===== src/hdl/plit_ram.sv =====
module plit_ram #(
	parameter int WIDTH = 64,
	parameter int DEPTH = 64
) (
	input  logic                     clk,
	input  logic                     we,
	input  logic [$clog2(DEPTH)-1:0] waddr,
	input  logic [WIDTH-1:0]         wdata,
	input  logic [$clog2(DEPTH)-1:0] raddr,
	output logic [WIDTH-1:0]         rdata
);

	logic [WIDTH-1:0] mem [DEPTH];

	always_ff @(posedge clk) begin
		if (we) begin
			mem[waddr] <= wdata;
		end
		rdata <= mem[raddr];
	end

endmodule


===== config.mk =====
export PLATFORM = sky130hd
export DESIGN_NAME = plit_ram
export DESIGN_NICKNAME = d
export VERILOG_FILES = /design/src/hdl/plit_ram.sv
export SDC_FILE = /design/constraint.sdc
export NUM_CORES = 2
export LEC_CHECK = 0
export BUFFER_PORTS_ARGS = -buffer_cell sky130_fd_sc_hd__buf_2
export CAP_MARGIN = 30
export CORE_MARGIN = 1
export CORE_UTILIZATION = 39
export DETAILED_ROUTE_END_ITERATION = 16
export GPL_ROUTABILITY_DRIVEN = 1
export GPL_TIMING_DRIVEN = 0
export PLACE_DENSITY = 0.61
export SYNTH_ARGS = -nofsm -noshare
export SYNTH_HDL_FRONTEND = slang
export SYNTH_SLANG_ARGS = --single-unit

===== constraint.sdc =====
create_clock -name clk -period 12.8 [get_ports clk]
set_clock_uncertainty 0.1 [all_clocks]
set_input_delay 1.28 -clock clk [delete_from_list [all_inputs] [get_ports clk]]
set_output_delay 1.28 -clock clk [all_outputs]
set_load 0.005 [all_outputs]

* Word level (Yosys, flattened, before mapping) *
Memories as Yosys holds them, arrays and structs flattened. A register that Yosys moved wholly into a read port is not among the register bits.
Index checks and enable logic that the tools add are counted.

cells by class
  muxes and demuxes = 2

operators with widths
  operator  count
  $mux W1   2

storage, ports and cells
  memories = 1
  memory bits (writable) = 4096
  output and inout bits = 64
  register bits after elaboration = 0
  bits of input ports = 78
  logic and storage cells = 3

memories
  name  words  width  rd ports  clocked after Yosys merged registers in  write ports  RTL line  source
  mem   64     64     1         1                                        1            13        logic [WIDTH-1:0] mem [DEPTH];

* Logic depth before layout (Yosys ltp) *
  depth after elaboration = 2
  mapped depth = 9
  mapped depth without buffers = 5

* Worst setup path after synthesis *
No wires, ideal clock.

  path type = input -> register
  start = input port waddr[3]
  end = memory mem[48][0] (enable)
  required time = 12136 ps
  path buffers = 1
  stages on the path = 4
  path slack = 5984 ps
  arrival = 6152 ps
  setup time = 564 ps
  cell sequence = clkbuf_1 > nor2b_1 > nand4b_1 > nor3_1

RTL lines
  element             RTL line  source
  start: declaration  7         input logic [$clog2(DEPTH)-1:0] waddr,
  end: declaration    13

Straight into the memory's write port.

==> run_results.csv <==
group,metric,value,unit
outcome,outcome,"complete, no violations",
placed_design,port_buffers,133,
timing,setup_violations,0,
power,ir_drop,0.109,mV
worst_setup_path,r2r_cells,5,
global_route,antenna_found_initial,52,
placed_design,dp_hpwl,294000,um
floorplanning,start_util,0.392,
power,switchingPower,0.00617,W
power,pwr-share-clk,0.418,
timing,slew_headroom,0.245,
cts,clock_latency,980,ps
job,cap_violations,0,
worst_setup_path,worst-path-buf-inv,2,
final_layout,regArea,0.124,sq mm
cts,post-cts-setup-buffer-count,0,
drt,drtAntennaViolNets,0,
global_route,grt_pass1_vias,76900,
worst_setup_path,crit_start,"raddr[4]",
drt,firstDrtPassIters,6,
power,p_leak,57.0,nW
drt,wl_per_cell,33.1,um
drt,first_iter_violations,10100,
worst_setup_path,cp_max_fo,10,
worst_setup_path,crit_slowest_cell,"a211oi_1",
hold_path,hold_path.class,"input port to flip-flop",
yosys,postSynthCellCount,6598,
worst_setup_path,reg2reg_slack,9940,ps
yosys,synth_top_area_share,0.787,
cts,cts_resized,0,
power,swShare,0.216,
yosys,synth_top_area_cell,"edfxtp_1",
final_layout,layout.nets,7517,
worst_setup_path,path_delay_family,"compound AO/OA/AOI/OAI gates",
global_route,gr-total-overflow,0,
placed_design,placed_area,0.169,sq mm
timing,final.period_utilization,0.361,
power,internal_power,0.0224,W
yosys,yosysSeqAreaShare,0.795,
cts,cts_buffers,412,
timing,slew_violations,0,
final_layout,stdcell_area,0.183,sq mm
drt,finalWirelength,432000,um
power,power_density,156,mW/mm^2
drt,dr_total_vias,75800,
yosys,synth_area_leaders,"edfxtp_1, mux4_2, mux2i_1",
global_route,grt_max_degree,65,
worst_setup_path,required,13520,ps
cts,cts_hold_buf,0,
yosys,synth-seq-cells,4160,
timing,clock.fmax,0.217,GHz
drt,post-route-drc-count,0,
final_layout,area_delta_synth_final,17.0,%
final_layout,drive_above_1_share,0.301,
cts,htree_num_levels,5,
placed_design,gp_congestion,0.829,
floorplanning,chipHeight,635,um
timing,worstMarginPinSlew,1130,ps
global_route,track_usage,0.211,
worst_setup_path,r2r-start,"mem[63][17]$_DFFE_PP_",
cts,cts_tree,"built",
drt,viasPerCell,5.81,
final_layout,multi_input_area,0.0307,sq mm
cts,clock_sinks,4160,
yosys,synthDistinctLibCells,33,
floorplanning,core_area,0.399,sq mm
timing,period_needed,4620,ps
worst_setup_path,path_cells,"clkbuf_1, nand2_1, clkbuf_1, o22ai_1, a31oi_1, a211oi_1",
final_layout,fill_cells,32500,
worst_setup_path,critPathMaxStageDelay,870,ps
worst_setup_path,end_kind,"flip-flop",
timing,hold_violations,0,
floorplanning,boundaryPins,142,
yosys,synth_area,0.156,sq mm
global_route,grt_pass1_wl,599000,um
yosys,ys_warn_count,0,
yosys,avgSynthCellArea,23.7,sq um
worst_setup_path,startpoint_type,"input port",
cts,clk_pin_slew,70,ps
worst_setup_path,worstReg2RegEnd,"rdata[17]$_DFF_P_",
placed_design,dp_slack,7320,ps
hold_path,min_from,"wdata[3]",
floorplanning,die_w,635,um
cts,cts_root_buf,"clkbuf_16",
yosys,synth_fp_nets,6676,
cts,clock_path_buffers,4,
floorplanning,die_area,0.403,sq mm
hold_path,min_path_cells,1,
timing,setup_slack,8180,ps
worst_setup_path,crit_path_frequent_cell,"clkbuf_1",
power,power_frac_seq,0.529,
timing,rsz0062_at_grt,"no",
hold_path,whs_endpoint,"mem[52][3]$_DFFE_PP_",
floorplanning,rows,232,
worst_setup_path,crit_arrival,5340,ps
worst_setup_path,crit_type,"input port to flip-flop",
power,p_comb_frac,0.054,
[routing by layer]
layer / up-vias / global-route usage / wire (um)
li1: 30300 / - / -
met1: 41100 / 0.284 / 169000
met2: 3716 / 0.344 / 210000
met3: 702 / 0.0360 / 35200
met4: 22 / 0.0797 / 18100
met5: - / 0 / 138
[cell families after synthesis]
kind of cell / Yosys count / synth area share
AOI/OAI and AO/OA: 504 / 0.0248
DFF: 4160 / 0.795
muxes: 1159 / 0.156
and+or+nand+nor: 386 / 0.0124
buffers and inverters: 389 / 0.0118
[power by group through the flow]
stage / clock (W) / sequential (W) / combinational [W]
floorplan: 0 / 0.0154 / 0.000702
global route: 0.0126 / 0.0151 / 0.00160
finish: 0.0119 / 0.0151 / 0.00154
CTS: 0.0121 / 0.0151 / 0.00152
detailed placement: 0 / 0.0154 / 0.00152
global placement: 0 / 0.0154 / 0.00141
[sequential cells by signal, indices dropped and copies added, names as in the netlist]
register and cells:
rdata 64, mem 4096
[cells in the mapped netlist]
library cell,count
edfxtp_1,4096
mux4_2,1024
buf_2,170
a22oi_1,168
clkbuf_1,140
mux2i_1,135
nor2_1,112
a22o_1,88
o22ai_1,83
and3_1,64
dfxtp_1,64
a211oi_1,63
nand2_1,58
nand3_1,45
o221ai_1,38
buf_4,34
or3_1,29
nor2b_1,28
or2_2,28
a41oi_1,26
buf_1,20
a2bb2oi_1,19
inv_1,19
a31oi_1,18
nand2b_1,11
buf_6,6
and2_1,3
nand3b_1,2
nand4_1,2
nor3_1,2
a31o_1,1
nand4b_1,1
or3b_2,1
[placed cells by master (no fill, tap or decap), types with 8 or more instances in the layout]
cell | synthesis | layout
o22ai_1 | 83 | 83
a22oi_1 | 168 | 168
and3_1 | 64 | 64
mux4_2 | 1024 | 1024
inv_1 | 19 | 19
clkinv_16 | 0 | 8
buf_12 | 0 | 224
clkinv_1 | 0 | 85
nor2b_1 | 28 | 28
bufinv_16 | 0 | 34
nor2_1 | 112 | 50
clkbuf_16 | 0 | 421
buf_4 | 34 | 53
buf_16 | 0 | 19
buf_6 | 6 | 27
buf_2 | 170 | 308
mux2i_1 | 135 | 135
edfxtp_1 | 4096 | 4096
or2_2 | 28 | 28
a31oi_1 | 18 | 18
clkbuf_1 | 140 | 221
diode_2 | 0 | 17
clkbuf_8 | 0 | 10
a2bb2oi_1 | 19 | 19
clkinv_2 | 0 | 72
nand3_1 | 45 | 45
or3_1 | 29 | 29
clkinvlp_4 | 0 | 17
buf_1 | 20 | 19
nor2_4 | 0 | 62
a41oi_1 | 26 | 26
nand2_1 | 58 | 58
dfxtp_1 | 64 | 64
a211oi_1 | 63 | 63
nand2b_1 | 11 | 11
a22o_1 | 88 | 88
o221ai_1 | 38 | 38
[final cells by class]
cell class / instances / share of cell area
Clock inverter: 236 / 0.0128
Tap cell: 5265 / 0.0360
Timing Repair Buffer: 427 / 0.0338
Inverter: 19 / 0.000390
Sequential cell: 4160 / 0.679
Clock buffer: 517 / 0.0601
Antenna cell: 17 / 0.000233
Multi-Input combinational cell: 2049 / 0.168
Buffer: 370 / 0.00974
[how the worst max path moves through the flow]
| stage | endpoint | slack, ps | depth (start not counted) |
|---|---|---|---|
| 2_1_floorplan | mem[48][0]$_DFFE_PP_ | 5980 | 4 |
| 3_3_place_gp | mem[48][21]$_DFFE_PP_ | -960 | 4 |
| 3_5_place_dp | rdata[38]$_DFF_P_ | 7320 | 9 |
| 4_1_cts | rdata[38]$_DFF_P_ | 8400 | 9 |
| 5_1_grt | rdata[57]$_DFF_P_ | 8350 | 9 |
| 6_report | rdata[38]$_DFF_P_ | 8180 | 6 |
[through the flow]
step | TNS [ps] | hold WS (ps) | total power [W] | std cells | utilization
after CTS | 0 | 468 | 0.0287 | 13000 | 0.457
after global routing | 0 | 478 | 0.0293 | 13000 | 0.458
after floorplan | 0 | 688 | 0.0161 | 6598 | -
final | 0 | 510 | 0.0286 | 13100 | 0.458
after detailed placement | 0 | 818 | 0.0169 | 12300 | 0.424
after global placement | -114430 | 807 | 0.0168 | 12000 | 0.410
Power figures use the tool's default switching activity.
