===== src/hdl/plit_pkg.sv =====
package plit_pkg;

	localparam int MAX_POINTS = 64;
	localparam int VALUE_W    = 32;
	localparam int IDX_W      = $clog2(MAX_POINTS);
	localparam int NP_W       = IDX_W + 1;
	localparam int DX_W       = VALUE_W + 1;
	localparam int PROD_W     = 2 * VALUE_W + 1;
	localparam int CNT_W      = $clog2(PROD_W + 1);
	localparam int ENTRY_W    = 2 * VALUE_W;

	localparam logic [NP_W-1:0] NP_RESET = NP_W'(2);
	localparam logic [NP_W-1:0] NP_MIN   = NP_W'(2);
	localparam logic [NP_W-1:0] NP_MAX   = NP_W'(MAX_POINTS);

	typedef enum logic {
		CMD_LOAD  = 1'b0,
		CMD_QUERY = 1'b1
	} cmd_t;

	// one table entry: x in the upper half, y in the lower
	typedef struct packed {
		logic signed [VALUE_W-1:0] x;
		logic signed [VALUE_W-1:0] y;
	} entry_t;

	typedef struct packed {
		logic              start;
		logic [PROD_W-1:0] dividend;
		logic [VALUE_W-1:0] divisor;
	} div_req_t;

	typedef struct packed {
		logic             done;
		logic [DX_W-1:0]  quotient;
	} div_rsp_t;

endpackage


===== src/hdl/plit_div.sv =====
// restoring divider, one quotient bit per cycle over the full product width
module plit_div (
	input  logic                clk,
	input  logic                arst_n,
	input  plit_pkg::div_req_t  req,
	output plit_pkg::div_rsp_t  rsp
);

	logic [plit_pkg::PROD_W-1:0]  dvd_q;
	logic [plit_pkg::VALUE_W-1:0] rem_q;
	logic [plit_pkg::VALUE_W-1:0] dsr_q;
	logic [plit_pkg::CNT_W-1:0]   cnt_q;
	logic                         busy_q;
	logic                         done_q;
	logic [plit_pkg::VALUE_W:0]   part;
	logic [plit_pkg::VALUE_W:0]   trial;
	logic                         fits;

	assign part  = {rem_q, dvd_q[plit_pkg::PROD_W-1]};
	assign trial = part - {1'b0, dsr_q};
	assign fits  = ~trial[plit_pkg::VALUE_W];

	always_ff @(posedge clk or negedge arst_n) begin
		if (!arst_n) begin
			busy_q <= 1'b0;
			done_q <= 1'b0;
			cnt_q  <= '0;
		end else begin
			done_q <= 1'b0;
			if (req.start) begin
				busy_q <= 1'b1;
				cnt_q  <= plit_pkg::CNT_W'(plit_pkg::PROD_W);
			end else if (busy_q) begin
				cnt_q <= cnt_q - 1'b1;
				if (cnt_q == plit_pkg::CNT_W'(1)) begin
					busy_q <= 1'b0;
					done_q <= 1'b1;
				end
			end
		end
	end

	always_ff @(posedge clk) begin
		if (req.start) begin
			dvd_q <= req.dividend;
			dsr_q <= req.divisor;
			rem_q <= '0;
		end else if (busy_q) begin
			rem_q <= fits ? trial[plit_pkg::VALUE_W-1:0] : part[plit_pkg::VALUE_W-1:0];
			dvd_q <= {dvd_q[plit_pkg::PROD_W-2:0], fits};
		end
	end

	assign rsp.done     = done_q;
	assign rsp.quotient = dvd_q[plit_pkg::DX_W-1:0];

endmodule


===== config.mk =====
export PLATFORM = sky130hd
export DESIGN_NAME = plit_div
export DESIGN_NICKNAME = d
export VERILOG_FILES = /design/src/hdl/plit_pkg.sv /design/src/hdl/plit_div.sv
export SDC_FILE = /design/constraint.sdc
export NUM_CORES = 1
export LEC_CHECK = 0
export BUFFER_PORTS_ARGS = -buffer_cell sky130_fd_sc_hd__buf_2
export CORE_ASPECT_RATIO = 1.25
export CORE_MARGIN = 2
export CORE_UTILIZATION = 51
export DETAILED_ROUTE_END_ITERATION = 7
export PLACE_DENSITY = 0.75
export SYNTH_ARGS = -nofsm -noshare
export SYNTH_HDL_FRONTEND = slang
export SYNTH_SLANG_ARGS = --single-unit

===== constraint.sdc =====
create_clock -name clk -period 2.49 [get_ports clk]
set_input_delay 0.3735 -clock clk [delete_from_list [all_inputs] [get_ports clk]]
set_output_delay 0.3735 -clock clk [all_outputs]
set_load 0.03 [all_outputs]

After elaboration in Yosys (flattened, before gate mapping)
Cells that the tools add are included.

Bits in registers: 138. Bits in latches: 0. Memory bits (writable): 0. ROM bits: 0. Input bits: 100. Output and inout bits: 34. Word-level logic and storage cells: 22. Memories kept: 0.

Add/sub/neg operators: 2. $mul: 0. Divide/modulo/power cells: 0. Magnitude comparators: 0. Eq/ne operators: 1. Shift-type cells: 0. Mux-type cells: 11. Bitwise gates (word level): 1. Reduce and logical (&&, ||, !) cells: 1.

Operators by type and width (count): 65-bit 2-to-1 mux (2); 33-bit by 32-bit subtractor with 33-bit output (1); 32-bit 2-to-1 mux (1); 7-bit 2-to-1 mux (2); 7-bit by 1-bit equality test with 1-bit output (second input constant) (1); 7-bit by 1-bit subtractor with 7-bit output (second input constant) (1); 1-bit 2-to-1 mux (6); 2-bit nonzero test (1); 1-bit inverter (1).

Longest topological paths before layout
Gate-level depths: netlist of run 1.

Word-level depth: 4. Mapped depth: 14. Mapped depth without buffers: 12.

Worst setup path before layout of run 1
OpenSTA, ideal clock, no wires.

Path kind: reg2reg. Start: register dvd_q[64] (netlist bit). End: register rem_q[0] (netlist bit). Setup time: 0.194 ns. Data arrival time: 2.492 ns. Data required time: 2.296 ns. Path slack: -0.195 ns. Stages on the path, launching flop included: 14. Buffers on the path: 2. Period minus slack after synthesis: 2.685 ns. Cell sequence: edfxtp_1 -> inv_1 -> ha_1 -> fa_1 -> nand2b_1 -> a21oi_1 -> o2111ai_1 -> a211oi_1 -> or3_4 -> o211ai_2 -> buf_6 -> buf_6 -> o211ai_1 -> o21ai_0.

Word-level cells in the longest chain between the ends: 2.

RTL lines: start: declaration (line plit_div.sv:9) `logic [plit_pkg::PROD_W-1:0] dvd_q;`; start signal: assignment (line plit_div.sv:45) `dvd_q <= req.dividend;`; start signal: assignment (line plit_div.sv:50) `dvd_q <= {dvd_q[plit_pkg::PROD_W-2:0], fits};`; 33-bit by 32-bit subtractor with 33-bit output (line plit_div.sv:20) `assign trial = part - {1'b0, dsr_q};`; 32-bit 2-to-1 mux (*) (line plit_div.sv:49) `rem_q <= fits ? trial[plit_pkg::VALUE_W-1:0] : part[plit_pkg::VALUE_W-1:0];`; end signal: assignment (line plit_div.sv:49); end: declaration (line plit_div.sv:10) `logic [plit_pkg::VALUE_W-1:0] rem_q;`.

Every way passes the cells marked *; elsewhere a longest branch is shown, timed or not. A chain may end at the register's enable or synchronous reset.

Final worst setup path of run 1
Start: register dvd_q[64] (netlist bit). End: register rem_q[30] (netlist bit).

Word-level cells in the longest chain between the ends: 2.

RTL lines (line): 33-bit by 32-bit subtractor with 33-bit output (plit_div.sv:20); 32-bit 2-to-1 mux (plit_div.sv:49).

Every way passes these cells.

==> results of run 1 <==
==> worst register-to-register path: cells and delay by family (launching register included) <==
family	cells	cell delay, ps
AO/OA/AOI/OAI	5	900
adder cells (fa/ha/maj)	2	360
buffers and inverters	2	240
flip-flops	1	400
AND/OR/NAND/NOR	4	860
==> cells in the final DEF, fill, tap and decap left out, types with 4 or more instances in the layout <==
| cell type | Yosys | routed |
|---|---|---|
| ha_1 | 34 | 32 |
| xnor2_1 | 15 | 15 |
| nor2b_1 | 9 | 8 |
| dfrtp_1 | 9 | 9 |
| nand2b_1 | 12 | 11 |
| xor2_1 | 15 | 15 |
| edfxtp_1 | 97 | 97 |
| nand3_1 | 9 | 7 |
| buf_4 | 35 | 113 |
| a211oi_2 | 1 | 4 |
| buf_6 | 2 | 8 |
| a21o_1 | 14 | 14 |
| nand2_2 | 0 | 4 |
| nand2_1 | 37 | 33 |
| nand4_1 | 4 | 4 |
| bufinv_16 | 0 | 4 |
| mux2_2 | 66 | 64 |
| dfxtp_1 | 32 | 32 |
| a21oi_1 | 35 | 27 |
| o21ai_0 | 19 | 13 |
| buf_2 | 4 | 132 |
| a211oi_1 | 26 | 23 |
| and3_1 | 4 | 4 |
| o21ai_1 | 5 | 9 |
| mux2i_1 | 24 | 22 |
| nor3_1 | 6 | 4 |
| inv_6 | 0 | 8 |
| clkbuf_16 | 0 | 17 |
| a21oi_2 | 2 | 7 |
| inv_1 | 40 | 38 |
| nor2_1 | 51 | 50 |
==> what timing repair did <==
| action | in CTS | in global routing |
|---|---|---|
| endpoints found under the setup margin | 33 | 33 |
| pin swaps | 21 | 9 |
| setup buffers | 10 | 3 |
| resized for setup | 40 | 10 |
| hold endpoints to repair | 9 | 0 |
| gates cloned | 0 | 0 |
| hold buffers | 1 | 0 |
==> worst min path at each step <==
stage / startpoint / to / slack [ps]
floorplan: arst_n / busy_q / 80
global placement: arst_n / cnt_q[4] / 220
detailed placement: arst_n / cnt_q[4] / 230
CTS: req[28] / dsr_q[28] / 110
global route: req[6] / dsr_q[6] / 110
finish: req[28] / dsr_q[28] / 120
==> area by class of cell <==
type                       instances  area, um^2  area share, %
sequential                       138        3780           37.8
timing repair buffer             257        1670           16.7
clock inverter                    14         203           2.03
clock buffer                      18         429           4.30
multi-input combinational        436        3530           35.3
inverter                          40         154           1.54
tap                              178         223           2.23
==> registers in the layout, summed over array words and instances (netlist names) <==
signal and cells:
done_q 1, dvd_q 65, busy_q 1, cnt_q 7
dsr_q 32, rem_q 32
==> logic make-up after synthesis <==
group	share of synthesized area [%]
fa+ha+maj	5.85
compound gates	11.9
simple gates	8.98
mux	12.9
xor+xnor	3.45
flops	49.7
buf+inv	7.23
==> per-stage QoR <==
step                total power [mW]  instances  setup slack [ps]  hold WS, ps  utilization [%]
detailed placement              8.45       1036              -420          233             62.5
global placement                8.26       1036              -360          224             62.5
CTS                             11.6       1078              -297          112             68.6
finish                          11.7       1081              -373          121             69.0
global route                    12.4       1081              -508          110             69.0
floorplan                       6.80        676             -96.9         77.9                -
==> report_power, final <==
group          total [mW]  internal (mW)  switching, mW
Clock                2.72           1.70           1.02
Combinational        5.55           2.76           2.80
Sequential           3.41           3.08          0.330
==> per-layer routing <==
layer	track usage, %	vias to the layer above
li1	-	2851
met1	25.3	2782
met2	42.4	172
met3	6.96	33
met4	8.28	0
met5	0	-
==> metrics.yaml, run 1 <==
cells_and_area:
  synthToLayoutAreaGrowth_pct: 31.2
  postLayoutCellArea_mm2: 0.00999
  drive_above_1_share_pct: 44.2
  diodes: 0
  nets: 1025
  final.fill_count: 1067
logic_synthesis:
  synth_top_cell_area_share_pct: 38.3
  synth_async_sr_flop_share_pct: 6.52
  synth_edf_count: 97
  ys_types: 59
  syn_area_per_cell_um2: 11.3
  synth_top_cell_by_area: "edfxtp_1"
  synth_ff_type: "edfxtp_1"
  synth_common_cells: "97 x edfxtp_1, 66 x mux2_2, 51 x nor2_1"
  post_synth_main_area_contributors: "edfxtp_1 38%, mux2_2 9.8%, dfxtp_1 8.4%"
  ys_seq_area_share_pct: 49.7
  yosysMostFrequentCell: "edfxtp_1"
  netlist_area_mm2: 0.00761
  syn_inst: 676
  yosysWarnings: 0
  synth_nets: 811
  ys_ff_latch: 138
global_routing:
  antenna_found_initial: 0
  first_global_vias: 6406
  grt_max_degree: 54
  grt_overflow: 0
  grt_pass1_wl_um: 29600
  track_usage_pct: 23.2
pwr:
  power_density_mw_per_mm2: 1170
  power.leakage_nw: 4.46
  max-vdd-ir-drop_v: 0.000676
sta:
  slew_violations: 0
  tns_ps: -9520
  fin_crit_sh_pct: 115
  fin_skew_ps: 16.5
  finalHoldViolCount: 0
  slew_headroom_pct: 45.6
  rsz0062_at_grt: "yes"
  worst_pin_slew_ps: 813
  setup_viol: 33
  fin_ws_ps: -373
  max_freq_ghz: 0.349
  post-route-min-period_ps: 2860
floorplan:
  core_mm2: 0.0145
  initial_core_util_pct: 52.6
  die_w_um: 113
  die_h_um: 141
  io_pins: 134
  rows: 49
  die-area_mm2: 0.0159
worst_setup_path:
  r2r_start: "dvd_q[64]"
  crit_path_end: "rem_q[30]"
  start_kind: "flop"
  reg2reg_slack_ps: -370
  slowest_delay_ps: 400
  rr_worst_depth: 13
  cp-startpoint: "dvd_q[64]"
  cp.arrival_ps: 3170
  cp_num_cells: 13
  crit_path_end_kind: "flop"
  required_ps: 2800
  rr_endpoint: "rem_q[30]"
  path_buf_inv: 2
  critPathKind: "reg2reg"
  critPathMaxFanout: 7
  crit_family: "compound AO/OA/AOI/OAI gates"
  slowest_stage: "edfxtp_1"
  crit_chain: "inv_2, ha_4, fa_2, nand2b_4, a21oi_4, o2111ai_4, a211oi_2, or3_4, buf_4, o21a_1, and2_4, and3_1, a211o_1"
detailed_routing:
  route.detailed.drc: 3
  met1_length_um: 6840
  num_vias: 5838
  routed-wl-met3_um: 1110
  wirelength_um: 17800
  first_pass_iters: 6
  drt_iter0_markers: 360
  route.met2.wl_um: 9380
  topRoutingLayerUsed: "met4"
  wl_per_cell_um: 16.4
  via_per_inst: 5.40
  ant_nets: 0
hold_path:
  hp-class: "in2reg"
  hold_depth: 1
clock_network:
  cts.reportedPaths.clkPinSlew_ps: 60
  cts_max_path_buffers: 2
  cts_tree: "built"
  htreeDepth: 4
  root_buffer: "clkbuf_16"
  numClockSinks: 138
  cts_made_buffers: 17
  clock_latency_ps: 420
place:
  globalplace.congestion: 0.895
  io_buffers: 133
  placed_area_mm2: 0.00904
  dpl.hpwl_um: 12800
run_status:
  outcome: "finished, violations left"
  violations: "DRC, setup timing"
job:
  cap_violations: 0
Note: power is estimated with default switching activity, not from simulation.
==> run 2: changes to the inputs <==
Settings changed: BUFFER_PORTS_ARGS -buffer_cell sky130_fd_sc_hd__buf_2 to unset, CORE_UTILIZATION 51 to 58, DONT_BUFFER_PORTS set to 1, PLACE_DENSITY 0.75 to 0.74.
==> run 2 against run 1 <==
- the run ends with setup timing left
- power fell by 3.8%
- critical path depth did not move
- hold slack got worse by 90 ps
- fmax rose by 1.4%
- clock power fell by 7.7%
- critical path type unchanged
- largest cell class unchanged
==> metrics.yaml, run 2 (same netlist as run 1, synthesis figures left out) <==
sta:
  fin_ws_ps: -334  # was -373 ps
  slew_violations: 0  # unchanged
  post-route-min-period_ps: 2820  # was 2860 ps
  finalHoldViolCount: 0  # unchanged
  setup_viol: 33  # unchanged
  worst_hold_slack_ps: 30.6  # was 121 ps
  max_freq_ghz: 0.354  # was 0.349 GHz
  rsz0062_at_grt: "yes"  # unchanged
  slew_headroom_pct: 45.9  # was 45.6%
  fin_crit_sh_pct: 113  # was 115%
  fin_skew_ps: 21.0  # was 16.5 ps
  worst_pin_slew_ps: 812  # was 813 ps
global_routing:
  grt_max_degree: 135  # was 54
  grt_pass1_wl_um: 26100  # was 29600 um
  grt_overflow: 0  # unchanged
  track_usage_pct: 23.4  # was 23.2%
  first_global_vias: 5541  # was 6406
  antenna_found_initial: 0  # unchanged
clock_network:
  cts.reportedPaths.clkPinSlew_ps: 60  # about the same
  cts_max_path_buffers: 2  # unchanged
  numClockSinks: 138  # unchanged
  root_buffer: "clkbuf_16"  # unchanged
  cts_made_buffers: 17  # unchanged
  htreeDepth: 4  # unchanged
  clock_latency_ps: 430  # was 420 ps
  cts_tree: "built"  # unchanged
worst_setup_path:
  required_ps: 2780  # was 2800 ps
  slowest_delay_ps: 380  # was 400 ps
  cp.arrival_ps: 3110  # was 3170 ps
  slowest_stage: "edfxtp_1"  # unchanged
  path_buf_inv: 3  # was 2
  crit_family: "compound AO/OA/AOI/OAI gates"  # unchanged
  start_kind: "flop"  # unchanged
  critPathKind: "reg2reg"  # unchanged
  reg2reg_slack_ps: -330  # was -370 ps
  crit_chain: "ha_2, fa_2, nand2b_4, a21oi_4, o2111ai_4, a211oi_2, buf_4, o31ai_4, o211ai_4, buf_6, buf_8, mux2i_2, a211oi_1"  # was inv_2, ha_4, fa_2, nand2b_4, a21oi_4, o2111ai_4, a211oi_2, or3_4, buf_4, o21a_1, and2_4, and3_1, a211o_1
  critPathMaxFanout: 5  # was 7
  crit_path_end_kind: "flop"  # unchanged
run_status:
  outcome: "finished, violations left"  # unchanged
  violations: "setup timing"  # was DRC, setup timing
hold_path:
  hp-class: "in2reg"  # unchanged
cells_and_area:
  nets: 876  # was 1025
  utilization_pct: 71.5  # was 69.0%
  final.fill_count: 909  # was 1067
  most-common-layout-cells: "97 x edfxtp_1, 96 x buf_4, 64 x mux2_2"  # was 132 x buf_2, 113 x buf_4, 97 x edfxtp_1
  drive_above_1_share_pct: 33.2  # was 44.2%
  reg_top3: "dvd_q (65), dsr_q (32), rem_q (32)"  # unchanged
  largest_register: "dvd_q"  # unchanged
  postLayoutCellArea_mm2: 0.00913  # was 0.00999 mm^2
  mostFrequentLayoutCell: "edfxtp_1"  # was buf_2
  diodes: 0  # unchanged
  largest_register_ffs: 65  # unchanged
  synthToLayoutAreaGrowth_pct: 20.0  # was 31.2%
detailed_routing:
  first_pass_iters: 6  # unchanged
  via_per_inst: 5.66  # was 5.40
  wl_per_cell_um: 17.3  # was 16.4 um
  wirelength_um: 16000  # was 17800 um
  drt_iter0_markers: 249  # was 360
  num_vias: 5214  # was 5838
  ant_nets: 0  # unchanged
  route.detailed.drc: 0  # was 3
job:
  cap_violations: 0  # unchanged
place:
  placed_area_mm2: 0.00821  # was 0.00904 mm^2
  dpl.hpwl_um: 11100  # was 12800 um
  globalplace.congestion: 0.901  # was 0.895
  io_buffers: 0  # was 133
  pre_cts_slack_ps: -445  # was -420 ps
pwr:
  power_density_mw_per_mm2: 1230  # was 1170 mW/mm^2
  p_comb_share_pct: 45.0  # was 47.5%
  p_switching_mw: 4.02  # was 4.14 mW
  switching_share_pct: 35.8  # was 35.5%
  p_clk_share_pct: 22.3  # was 23.3%
  seqPwrFrac_pct: 32.7  # was 29.2%
  power.leakage_nw: 3.83  # was 4.46 nW
  max-vdd-ir-drop_v: 0.000603  # was 0.000676 V
  power.total_mw: 11.2  # was 11.7 mW
  intPower_mw: 7.21  # was 7.54 mW
floorplan:
  die_h_um: 132  # was 141 um
  io_pins: 134  # unchanged
  initial_core_util_pct: 59.6  # was 52.6%
  die_w_um: 106  # was 113 um
  core_mm2: 0.0128  # was 0.0145 mm^2
  die-area_mm2: 0.0141  # was 0.0159 mm^2
  rows: 46  # was 49
==> run 2: cell count changes in the layout (fill, tap and decap cells not counted), sizes merged <==
cell | before | now
buf | 256 | 107
bufinv | 4 | 2
clkbuf | 18 | 17
clkinv | 1 | 5
clkinvlp | 2 | 3
inv | 47 | 45
==> run 2: final timing paths <==
check,from,to,depth (start not counted)
worst max-delay path,dsr_q[0],rem_q[21],13
worst min-delay path,req[97],rem_q[5],1
worst max register to register,dsr_q[0],rem_q[21],13
worst min register to register,rem_q[27],rem_q[27],2
max in group asynchronous,arst_n,cnt_q[0],1
min in group asynchronous,arst_n,done_q,1
==> run 2: per-stage QoR <==
stage                     std cells  setup TNS, ps
after floorplan                 676          -1280
after global placement          878          -7110
after detailed placement        878         -10950
after CTS                       920          -8500
after global routing            922         -13130
final                           922          -8670
==> run 2: layout make-up <==
cell class / instances / area, um^2 / share of cell area [%]
clock inverters: 15 / 161 / 1.77
repair buffers: 108 / 876 / 9.59
inverters: 40 / 154 / 1.69
flip-flops and latches: 138 / 3780 / 41.4
multi-input cells: 436 / 3530 / 38.6
clock buffers: 17 / 425 / 4.66
well taps: 168 / 210 / 2.30
==> run 2: worst reg2reg max path, delay by kind of cell, from the launching register on <==
kind,cells,cell delay (ps)
AND/OR/NAND/NOR,1,170
adder cells (fa/ha/maj),2,570
AO/OA/AOI/OAI,6,870
multiplexers,1,240
flip-flops,1,380
buffers and inverters,3,460
==> run 2: timing repair <==
action | 4_1_cts | 5_1_grt
endpoints found under the hold margin | 9 | 0
pin swaps | 19 | 11
cloned | 1 | 0
resized for setup | 40 | 17
endpoints found under the setup margin | 33 | 33
hold buffers | 1 | 0
setup buffers | 9 | 2
==> run 2: power groups by stage <==
stage	combinational [mW]	sequential, mW	clock, mW
2_1_floorplan	3.43	3.36	0
3_3_place_gp	4.24	3.68	0
3_5_place_dp	4.33	3.70	0
4_1_cts	4.85	3.67	2.54
5_1_grt	5.49	3.74	2.64
6_report	5.05	3.67	2.51
==> run 2: layer usage <==
metal  GRT usage (%)  part of all wire, %
met5               0                    0
met4            9.88                  2.0
met2            40.3                   52
met3            8.45                  6.3
met1            26.1                   39
==> run 3: changes to the inputs <==
Settings changed: PLACE_DENSITY 0.74 to 0.76.
==> run 3 against run 2 <==
- the run still ends with setup timing left
- largest power group unchanged
- cell count increased by 0.54%
- sequential power barely moved
- highest routed layer is now met5
- sequential share of layout area decreased by 0.50 points
- clock skew fell by 12 ps
- count of clock-buffer cells in the layout increased by 1
==> metrics.yaml, run 3 (same netlist as run 1, synthesis figures left out) <==
run_status:
  outcome: "finished, violations left"  # unchanged
  violations: "setup timing"  # unchanged
floorplan:
  die_w_um: 106  # unchanged
  rows: 46  # unchanged
  die_h_um: 132  # unchanged
  core_mm2: 0.0128  # unchanged
  die-area_mm2: 0.0141  # unchanged
  io_pins: 134  # unchanged
  initial_core_util_pct: 59.6  # unchanged
cells_and_area:
  mostFrequentLayoutCell: "buf_4"  # was edfxtp_1
  largest_register_ffs: 65  # unchanged
  drive_above_1_share_pct: 34.4  # was 33.2%
  synthToLayoutAreaGrowth_pct: 21.5  # was 20.0%
  utilization_pct: 72.3  # was 71.5%
  diodes: 0  # unchanged
  nets: 881  # was 876
  postLayoutCellArea_mm2: 0.00924  # was 0.00913 mm^2
  largest_register: "dvd_q"  # unchanged
  most-common-layout-cells: "105 x buf_4, 97 x edfxtp_1, 66 x mux2_2"  # was 97 x edfxtp_1, 96 x buf_4, 64 x mux2_2
  reg_top3: "dvd_q (65), dsr_q (32), rem_q (32)"  # unchanged
sta:
  worst_pin_slew_ps: 585  # was 812 ps
  setup_viol: 33  # unchanged
  post-route-min-period_ps: 2800  # was 2820 ps
  fin_skew_ps: 9.00  # was 21.0 ps
  rsz0062_at_grt: "yes"  # unchanged
  finalHoldViolCount: 0  # unchanged
  slew_violations: 0  # unchanged
  fin_ws_ps: -313  # was -334 ps
  slew_headroom_pct: 60.9  # was 45.9%
  max_freq_ghz: 0.357  # was 0.354 GHz
  fin_crit_sh_pct: 113  # about the same
  worst_hold_slack_ps: 22.8  # was 30.6 ps
clock_network:
  root_buffer: "clkbuf_16"  # unchanged
  cts_max_path_buffers: 2  # unchanged
  clock_latency_ps: 430  # about the same
  numClockSinks: 138  # unchanged
  cts_tree: "built"  # unchanged
  cts.reportedPaths.clkPinSlew_ps: 60  # about the same
  htreeDepth: 4  # unchanged
  cts_made_buffers: 17  # unchanged
pwr:
  power_density_mw_per_mm2: 1230  # about the same
  power.leakage_nw: 3.83  # about the same
  power.total_mw: 11.4  # was 11.2 mW
  max-vdd-ir-drop_v: 0.000664  # was 0.000603 V
global_routing:
  grt_pass1_wl_um: 27100  # was 26100 um
  track_usage_pct: 24.7  # was 23.4%
  grt_max_degree: 135  # unchanged
  antenna_found_initial: 1  # was 0
  grt_overflow: 0  # unchanged
  first_global_vias: 5599  # was 5541
detailed_routing:
  wirelength_um: 16900  # was 16000 um
  route.detailed.drc: 0  # unchanged
  first_pass_iters: 5  # was 6
  num_vias: 5291  # was 5214
  wl_per_cell_um: 18.3  # was 17.3 um
  ant_nets: 0  # unchanged
  drt_iter0_markers: 275  # was 249
  via_per_inst: 5.71  # was 5.66
job:
  cap_violations: 0  # unchanged
place:
  io_buffers: 0  # unchanged
  dpl.hpwl_um: 11500  # was 11100 um
  placed_area_mm2: 0.00827  # was 0.00821 mm^2
  globalplace.congestion: 0.880  # was 0.901
worst_setup_path:
  r2r_start: "dsr_q[0]"  # unchanged
  cp-startpoint: "dsr_q[0]"  # unchanged
  start_kind: "flop"  # unchanged
  critPathMaxFanout: 6  # was 5
  reg2reg_slack_ps: -310  # was -330 ps
  critPathKind: "reg2reg"  # unchanged
  rr_endpoint: "rem_q[30]"  # was rem_q[21]
  rr_worst_depth: 13  # unchanged
  required_ps: 2800  # was 2780 ps
  crit_path_end_kind: "flop"  # unchanged
  cp.arrival_ps: 3120  # was 3110 ps
hold_path:
  hold_depth: 1  # unchanged
  hold_start: "req[97]"  # unchanged
  holdPathEnd: "rem_q[5]"  # unchanged
  hp-class: "in2reg"  # unchanged
run 3: changes by cell type in the layout (fill, tap and decap cells not counted), sizes merged:
cell,delta
bufinv,-1
inv,+1
clkinv,-1
buf,+5
clkbuf,+1
run 3: per-layer routing:
metal	up-vias	wire, um	GRT usage (%)
li1	2568	-	-
met1	2510	6440	27.5
met2	171	8850	42.7
met3	40	1160	7.91
met4	2	487	11.8
met5	-	15	0
run 3: repair_timing:
item | 4_1_cts | 5_1_grt
buffers inserted | 4 | 7
hold buffers | 1 | 0
endpoints found under the setup margin | 33 | 33
gates resized for setup | 20 | 32
hold endpoints to repair | 9 | 0
pin swaps | 20 | 11
cloned | 2 | 0
run 3: worst max-delay path, cell delays in order (launching register included):
cell       delay (ps)
edfxtp_1          420
ha_4              190
fa_2              360
nand2b_4          160
a21oi_4           180
o2111ai_4         130
a211oi_2          250
or3_4             200
o211ai_4          130
buf_12            170
buf_16            140
nand3_2            60
mux2i_1            70
a211o_1           220
run 3: area by class of cell:
type	count	area, um^2
fillers	900	3530
flip-flops and latches	138	3780
clock buffers	18	429
repair buffers	113	931
inverters	40	154
multi-input cells	436	3600
clock inverters	14	135
well taps	168	210
run 3: where the power goes:
part | switching (mW) | leakage, nW | total (mW) | internal (mW)
registers | 0.611 | 1.37 | 3.70 | 3.09
logic | 2.48 | 2.18 | 5.23 | 2.75
clock network | 1.03 | 0.272 | 2.43 | 1.39
run 3: worst max path at each step:
stage	to	slack (ps)	depth (start not counted)
2_1_floorplan	rem_q[30]	-100	13
3_3_place_gp	rem_q[30]	-290	13
3_5_place_dp	rem_q[22]	-360	14
4_1_cts	rem_q[31]	-320	14
5_1_grt	rem_q[24]	-440	12
6_report	rem_q[30]	-310	13
run 3: through the flow:
stage,instances,worst slack [ps],TNS [ps]
final,927,-313,-8210
after global routing,927,-440,-12330
after CTS,921,-323,-7850
after detailed placement,883,-363,-8020
after global placement,883,-295,-5590
after floorplan,676,-96.9,-1280
